### src/fsqrt_pkg.sv
// Shared types and constants for the single-precision square root block.
package fsqrt_pkg;

	localparam logic [31:0] QNAN_BITS = 32'h7FC0_0000;
	localparam logic [31:0] PINF_BITS = 32'h7F80_0000;
	localparam int ROOT_STEPS = 24;

	typedef enum logic [1:0] {
		ST_IDLE,
		ST_ITER,
		ST_OUT
	} fsqrt_state_t;

	// Commands from the controller to the datapath.
	typedef struct packed {
		logic load;
		logic step;
	} fsqrt_cmd_t;

	// Status from the datapath to the controller.
	typedef struct packed {
		logic special;
		logic last_step;
	} fsqrt_stat_t;

endpackage

### src/float_sqrt_newton_top.sv
// Top level of the single-precision square root block.
//  channel | direction | handshake                 | payload
//  in      | into      | in_valid / in_ready       | operand_bits
//  out     | out of    | out_valid / out_ready     | root_bits, invalid_flag
// A normal operand is loaded, then the one-digit-a-cycle root unit forms the root,
// and then the result is shown.
// Zero, infinity, NaN and negative operands skip the root steps.
// A new request is accepted in the cycle the previous result is taken.
// Reset returns the controller to idle; a held result stalls the block.
module float_sqrt_newton_top
	import fsqrt_pkg::*;
(
	input  logic        clk,
	input  logic        arst_n,
	input  logic        in_valid,
	output logic        in_ready,
	input  logic [31:0] operand_bits,
	output logic        out_valid,
	input  logic        out_ready,
	output logic [31:0] root_bits,
	output logic        invalid_flag
);

	fsqrt_cmd_t  cmd;
	fsqrt_stat_t stat;

	fsqrt_ctrl u_ctrl (
		.clk       (clk),
		.arst_n    (arst_n),
		.in_valid  (in_valid),
		.in_ready  (in_ready),
		.out_valid (out_valid),
		.out_ready (out_ready),
		.cmd       (cmd),
		.stat      (stat)
	);

	fsqrt_dp u_dp (
		.clk          (clk),
		.arst_n       (arst_n),
		.cmd          (cmd),
		.stat         (stat),
		.operand_bits (operand_bits),
		.root_bits    (root_bits),
		.invalid_flag (invalid_flag)
	);

endmodule

### src/fsqrt_ctrl.sv
// Controller state machine for the square root block.
module fsqrt_ctrl
	import fsqrt_pkg::*;
(
	input  logic        clk,
	input  logic        arst_n,
	input  logic        in_valid,
	output logic        in_ready,
	output logic        out_valid,
	input  logic        out_ready,
	output fsqrt_cmd_t  cmd,
	input  fsqrt_stat_t stat
);

	fsqrt_state_t state_q, state_d;

	always_ff @(posedge clk or negedge arst_n) begin
		if (!arst_n) begin
			state_q <= ST_IDLE;
		end else begin
			state_q <= state_d;
		end
	end

	always_comb begin
		state_d    = state_q;
		in_ready   = 1'b0;
		out_valid  = 1'b0;
		cmd        = '0;
		unique case (state_q)
			ST_IDLE: begin
				in_ready = 1'b1;
				if (in_valid) begin
					cmd.load = 1'b1;
					state_d  = ST_ITER;
				end
			end
			ST_ITER: begin
				if (stat.special) begin
					state_d = ST_OUT;
				end else begin
					cmd.step = 1'b1;
					if (stat.last_step) begin
						state_d = ST_OUT;
					end
				end
			end
			ST_OUT: begin
				out_valid = 1'b1;
				if (out_ready) begin
					// A new request may be taken as the result leaves.
					in_ready = 1'b1;
					if (in_valid) begin
						cmd.load = 1'b1;
						state_d  = ST_ITER;
					end else begin
						state_d = ST_IDLE;
					end
				end
			end
			default: state_d = ST_IDLE;
		endcase
	end

endmodule

### src/fsqrt_dp.sv
// Datapath: operand decode, bit-serial integer root and result packing.
module fsqrt_dp
	import fsqrt_pkg::*;
(
	input  logic        clk,
	input  logic        arst_n,
	input  fsqrt_cmd_t  cmd,
	output fsqrt_stat_t stat,
	input  logic [31:0] operand_bits,
	output logic [31:0] root_bits,
	output logic        invalid_flag
);

	localparam int CW = $clog2(ROOT_STEPS + 1);

	logic [49:0] rem_q;      // partial remainder
	logic [23:0] root_q;     // partial root
	logic [47:0] rad_q;      // radicand, shifted out two bits a step
	logic [CW-1:0] cnt_q;
	logic        special_q;
	logic [31:0] res_q;
	logic        inv_q;
	logic signed [9:0] q_q;  // result exponent

	// Decode of the incoming operand.
	logic        sign;
	logic [7:0]  expf;
	logic [22:0] frac;
	logic [4:0]  lz;
	logic [23:0] mnorm;
	logic signed [9:0] e;
	logic [25:0] m2;
	logic signed [9:0] e2;
	logic        sp;
	logic [31:0] sp_res;
	logic        sp_inv;

	always_comb begin
		sign  = operand_bits[31];
		expf  = operand_bits[30:23];
		frac  = operand_bits[22:0];
		lz    = '0;
		for (int i = 0; i < 23; i++) begin
			if (frac[i]) lz = 5'(22 - i);
		end
		if (expf == 8'd0) begin
			mnorm = {1'b0, frac} << (lz + 5'd1);
			e     = -10'sd149 - 10'(lz) - 10'sd1;
		end else begin
			mnorm = {1'b1, frac};
			e     = 10'(expf) - 10'sd150;
		end
		if (e[0]) begin
			m2 = {1'b0, mnorm, 1'b0};
			e2 = e - 10'sd1;
		end else begin
			m2 = {mnorm, 2'b00};
			e2 = e - 10'sd2;
		end
		sp     = 1'b1;
		sp_inv = 1'b0;
		sp_res = PINF_BITS;
		if (expf == 8'hFF && frac != '0) begin
			sp_inv = ~frac[22];
			sp_res = operand_bits | 32'h0040_0000;
		end else if (expf == 8'd0 && frac == '0) begin
			sp_res = '0;
		end else if (sign) begin
			sp_res = QNAN_BITS;
			sp_inv = 1'b1;
		end else if (expf == 8'hFF) begin
			sp_res = PINF_BITS;
		end else begin
			sp = 1'b0;
		end
	end

	// One restoring root digit a step.
	logic [49:0] trial;
	logic [49:0] rem_sh;
	always_comb begin
		rem_sh = {rem_q[47:0], rad_q[47:46]};
		trial  = {24'd0, root_q, 2'b01};
	end

	logic [23:0] rnd;
	always_comb begin
		// A remainder above the root means the true root is above r + 0.5.
		rnd = root_q + 24'(rem_q > {26'd0, root_q});
	end

	always_ff @(posedge clk or negedge arst_n) begin
		if (!arst_n) begin
			cnt_q     <= '0;
			special_q <= 1'b0;
		end else if (cmd.load) begin
			cnt_q     <= '0;
			special_q <= sp;
		end else if (cmd.step) begin
			cnt_q <= cnt_q + CW'(1);
		end
	end

	always_ff @(posedge clk) begin
		if (cmd.load) begin
			rem_q  <= '0;
			root_q <= '0;
			rad_q  <= {m2, 22'd0};
			q_q    <= (e2 - 10'sd22) >>> 1;
			res_q  <= sp_res;
			inv_q  <= sp_inv;
		end else if (cmd.step) begin
			rad_q <= {rad_q[45:0], 2'b00};
			if (rem_sh >= trial) begin
				rem_q  <= rem_sh - trial;
				root_q <= {root_q[22:0], 1'b1};
			end else begin
				rem_q  <= rem_sh;
				root_q <= {root_q[22:0], 1'b0};
			end
		end
	end

	assign stat.special   = special_q;
	assign stat.last_step = (cnt_q == CW'(ROOT_STEPS - 1));

	logic [31:0] packed_res;
	always_comb begin
		packed_res = ({22'd0, 10'(q_q + 10'sd150)} << 23) + {8'd0, rnd - 24'h80_0000};
	end

	assign root_bits    = special_q ? res_q : packed_res;
	assign invalid_flag = special_q ? inv_q : 1'b0;

endmodule

### config.mk
export PLATFORM = sky130hd
export DESIGN_NAME = float_sqrt_newton_top
export DESIGN_NICKNAME = d
export VERILOG_FILES = /design/src/fsqrt_pkg.sv /design/src/float_sqrt_newton_top.sv /design/src/fsqrt_ctrl.sv /design/src/fsqrt_dp.sv
export SDC_FILE = /design/constraint.sdc
export NUM_CORES = 1
export LEC_CHECK = 0
export BUFFER_PORTS_ARGS = -buffer_cell sky130_fd_sc_hd__buf_2
export CORE_UTILIZATION = 30
export DETAILED_ROUTE_END_ITERATION = 12
export HOLD_SLACK_MARGIN = 0.15
export PLACE_DENSITY_LB_ADDON = 0.05
export RECOVER_POWER = 50
export SLEW_MARGIN = 20
export SYNTH_ARGS = -nofsm -noshare
export SYNTH_HDL_FRONTEND = slang
export SYNTH_HIERARCHICAL = 1
export SYNTH_SLANG_ARGS = --single-unit
### constraint.sdc
create_clock -name clk -period 10.6 [get_ports clk]
set_input_delay 1.06 -clock clk [delete_from_list [all_inputs] [get_ports clk]]
set_output_delay 1.06 -clock clk [all_outputs]
set_load 0.01 [all_outputs]
Yosys cells after proc, flatten, opt, wreduce, memory -nomap -nowiden

Cells that the tools add are included.

$add $sub $neg: 13
$mul: 0
Div/mod/pow operators: 0
Order comparisons: 2
Equal/unequal tests: 7
Shifts and indexed selects: 1
Multiplexer cells: 59
Bitwise logic cells: 1
Reductions and logical operators: 8

Operators with widths:

| operator               | count |
|---|---|
| $mux 5                 | 25 |
| $mux 32                | 3 |
| $mux 48                | 2 |
| $ge 50x26->1           | 1 |
| $gt 50x24->1           | 1 |
| $mux 50                | 1 |
| $sub 50x26->50         | 1 |
| $add 32x24->32         | 1 |
| $mux 26                | 1 |
| $add 24x1->24          | 1 |
| $mux 24                | 1 |
| $shl 23x5->24          | 1 |
| $sub 24x24->24 const B | 1 |
| $logic_not 23->1       | 1 |
| $mux 23                | 1 |
| $reduce_bool 23->1     | 1 |
| $mux 10                | 2 |
| $mux 1                 | 16 |
| $add 5x1->5 const B    | 2 |
| $sub 10x1->10 const B  | 1 |
| $sub 10x2->10 const B  | 1 |
| $sub 10x3->10 const B  | 1 |
| $sub 10x6->10 const B  | 1 |
| $sub 9x6->10 const A   | 1 |
| other kinds (17)       | 23 |

Register bits after elaboration: 150
Latch bits: 0
Bits in writable memories: 0
ROM bits: 0
Input bits: 36
Output and inout bits: 35
Logic and storage cells: 101
Memories kept: 0

Longest topological paths before layout

Word-level depth: 29
Gate-level depth with buffers: 24
Mapped depth without buffers: 23

By module

Netlist, hierarchy kept.

By module, submodules not included:

| module     | times used | cells an instance | area an instance (µm²) |
|---|---|---|---|
| fsqrt_dp   | 1          | 1420              | 11898.9 |
| fsqrt_ctrl | 1          | 13                | 116.4 |

Worst setup path before layout

OpenSTA, ideal clock, no wires.

Kind: reg2out
Start point: register u_dp.root_q[3]
End point: output port root_bits[31]
Data arrival time: 4337 ps
Path slack: 5203 ps
Stages on the path, launching flop included: 24
Path buffers: 0
Cells stage by stage: dfxtp_1 inv_1 ha_1 a21o_1 a21o_1 a21oi_1 o21a_1 o21ai_0 a21oi_1 o21ai_0 a211oi_1 o21ai_0 ha_1 nand3_1 nor2_1 nand2_1 nor4_1 xnor2_1 ha_1 ha_1 nor4b_1 nand3_1 xnor2_1 o21ai_0

Longest elaborated chain between the ends: 5

Ends and longest elaborated chain:

| element                | line                        | text |
|---|---|---|
| from (decl)            | fsqrt_dp.sv:17              | `logic [23:0] root_q;` |
| from (signal assigned) | fsqrt_dp.sv:116             | `root_q <= {root_q[22:0], 1'b1};` |
| from (signal assigned) | fsqrt_dp.sv:119             | `root_q <= {root_q[22:0], 1'b0};` |
| $gt 50x24->1           | fsqrt_dp.sv:89              | `rnd = root_q + 24'(rem_q > {26'd0, root_q});` |
| $add 24x1->24 (*)      | fsqrt_dp.sv:89              |  |
| $sub 24x24->24 (*)     | fsqrt_dp.sv:129             | `packed_res = ({22'd0, 10'(q_q + 10'sd150)} << 23) + {8'd0, rnd - 24'h80_0000};` |
| $add 32x24->32 (*)     | fsqrt_dp.sv:129             |  |
| $mux 32 (*)            | fsqrt_dp.sv:132             | `assign root_bits = special_q ? res_q : packed_res;` |
| to (decl)              | float_sqrt_newton_top.sv:20 | `output logic [31:0] root_bits,` |

Mark *: on every way between the ends. The rest lies on a longest branch, timed or not.

Final worst setup path

Ends and elaborated chain as after synthesis.

==> reports/qor.txt <==
Worst setup margin -> 3770 ps
CP max stage delay -> 490 ps
Reg2Reg Launch Point -> u_ctrl/state_q[1]
Main synth FF type -> dfxtp_1
Post-Syn Area -> 0.0120 mm²
Initial Utilization -> 0.307
Initial antenna violation count -> 0
Max-cap violations -> 3
Post-layout nets -> 1510
WP depth -> 24
Routed Antenna Nets -> 0
Peak VDD IR -> 102 µV
First-pass GRT wire length -> 61.6 mm
CTS Sinks -> 149
DR vias/cell -> 5.38
Initial DRT Pass Iterations -> 5
Post-CTS setup buffer count -> 0
Crit end category -> primary output
YS warnings -> 6
Fmax -> 146 MHz
CP Data Arrival Time -> 5770 ps
Clock transition at path regs -> 70 ps
Placed Cells -> 1934
PwrDens -> 281 mW/mm²
Setup TNS -> 0 ps
Register-to-Register Path Depth -> 6
RSZ-0062 raised after global routing -> no
Overall Global Routing Usage -> 0.194
Total core area -> 0.0391 mm²
Avg WL per Cell -> 20.0 µm
Failing checks -> capacitance limit, slew limit
Critical path's slowest cell -> nor4b_1
Synthesis-stage register bit count -> 149
1st-iter DRT viols -> 687
Relative slew slack -> -0.979
Synth Net Count -> 1508
GRT overflow -> 0
Critical path origin -> u_dp/root_q[3]
Cell area after layout -> 0.0132 mm²
CTS root buffer -> clkbuf_16
Internal reg-to-reg setup slack -> 5010 ps
CTS Buf Count -> 17
Final Max Slew Viols -> 178
Outcome -> finished with violations
IO Pins -> 71
Number of gates resized after cts -> 0
Cell chain of the critical path -> inv_1, ha_1, a21o_1, a21o_1, a21oi_1, o21a_1, o21ai_0, a21oi_1, o21ai_0, a211oi_1, o21ai_0, ha_1, nand3_1, nor2_1, nand2_1, nor4_1, xnor2_1, ha_1, ha_1, nor4b_1, nand3_1, xnor2_1, o21ai_0, buf_2
CTS Buffer Depth -> 2
Dpl ws -> 4270 ps
Minimum clock period -> 6830 ps
Die height -> 202 µm
Cell family with most CP delay -> simple AND/OR/NAND/NOR gates
Post-synth cell types -> 106
Skew final -> 14.8 ps
Max H-tree Level -> 4
Type of origin of the critical path -> flop
PortBufs -> 70
Die width -> 202 µm
Ant. Diodes -> 0
Syn Inst Count -> 1433
Placed wire-length estimate -> 28.6 mm
Via Count -> 10600
Lkg Pwr -> 4.84 nW
Post-Route WL -> 39.3 mm
Worst EP required -> 9540 ps
CP bufs+invs -> 2
Worst Hold Class -> flop to flop
Die ar. -> 0.0409 mm²
Worst Tran Pin Value -> 2970 ps
Final setup viols -> 0
Drt drc -> 0
Vias in the first global route -> 10600
Non-Filler Instances -> 1966
Area delta synth->final -> 9.64%
RR Endpoint -> u_dp/rad_q[31]
Placed cell areas -> 0.0126 mm²
Final worst path period share -> 0.644
CP endpoint -> root_bits[31]
Clk_lat worst skew -> 450 ps
# hold bufs at CTS -> 0
Hold Slack -> 490 ps
Largest net degree at the start of global routing -> 67
Post-synth EDFFs -> 67
Critical Setup Path Class -> flop to primary output
Sequential area share after synthesis -> 0.307
Row count -> 72
Routability cong. -> 0.844
Async set-reset flop share out of synthesis -> 0.0537
Critical path fanouts, max -> 6
CTS tree -> yes
Layout cell share with drive strength beyond 1 -> 0.117
Syn_area_per_cell -> 8.38 µm²
Final Hold Viols -> 0
where the power goes:
group | internal [mW] | total, mW | leakage (nW) | switching (mW)
sequential | 0.806 | 0.932 | 1.33 | 0.127
clock | 0.351 | 0.602 | 0.275 | 0.251
combinational | 0.841 | 2.16 | 3.23 | 1.32
total | 2.00 | 3.70 | 4.84 | 1.70
worst reg2reg max path, cell delays in order (launching register included):
cell      delay (ps)
dfrtp_1          420
nor2b_1          170
nor2_1          1100
clkbuf_1        2170
nor2_1            70
clkbuf_1         420
inv_1            850
placed cells by master (no fill, tap or decap), types with 37 or more instances in the layout:
cell      count
edfxtp_1     67
o21ai_0      83
nand3_1      43
nand2_1     124
a21oi_1      70
buf_2        61
inv_1        54
dfxtp_1      74
xnor2_1      55
a211oi_1     39
nor2_1      171
ha_1         39
mux2i_1      54
nor3_1       37
through the flow:
stage	power, mW	util
floorplan	2.53	-
global placement	3.14	0.324
detailed placement	3.12	0.324
CTS	3.75	0.338
global route	4.03	0.337
finish	3.70	0.337
kinds of logic (layout without fill, tap and decap cells):
group,after synthesis,count (layout),share of synthesized area
AOI/OAI and AO/OA,375,375,0.219
xor gates and xnor gates,94,94,0.0698
adders and majority gates,39,39,0.0406
buffers and inverters,157,172,0.0602
DFF,149,149,0.307
muxes,86,86,0.0845
and+or+nand+nor,533,533,0.218
cell type report:
class	count	area, µm²
Sequential cell	149	3690
Tap cell	518	648
Inverter	56	220
Clock inverter	10	109
Timing Repair Buffer	84	425
Multi-Input combinational cell	1127	7620
Clock buffer	22	454
Fill cell	4217	25900
sequential cells by signal, indices dropped and copies added, names as in the netlist:
signal,cells
u_ctrl/state_q,2
u_dp/cnt_q,5
u_dp/inv_q,1
u_dp/q_q,9
u_dp/rad_q,25
u_dp/rem_q,50
u_dp/res_q,32
u_dp/root_q,24
u_dp/special_q,1
per-layer routing:
layer | GRT usage | share of wire
met1 | 0.251 | 0.46
met2 | 0.331 | 0.49
met3 | 0.0237 | 0.031
met4 | 0.0690 | 0.023
met5 | 0 | 0
synth_stat cells (39+ instances only):
library cell	n	share of area
mux2i_1	54	0.045
edfxtp_1	67	0.17
nand3_1	43	0.018
dfxtp_1	74	0.12
ha_1	39	0.041
clkbuf_1	62	0.019
nand2_1	124	0.039
a21oi_1	70	0.029
nor2_1	171	0.053
a211oi_1	39	0.024
xnor2_1	55	0.040
o21ai_0	83	0.035
inv_1	54	0.017
worst min path at each step:
stage,start,end,slack [ps],cells after the start
5_1_grt,u_dp/rem_q[48],u_dp/rem_q[48],520,2
3_5_place_dp,u_dp/rem_q[49],u_dp/rem_q[49],480,2
6_report,u_dp/rem_q[49],u_dp/rem_q[49],490,2
3_3_place_gp,u_dp/rem_q[49],u_dp/rem_q[49],480,2
2_1_floorplan,u_dp/rem_q[1],u_dp/rem_q[1],450,2
4_1_cts,arst_n,u_ctrl/state_q[1],440,1
(Power assumes the default switching activity.)
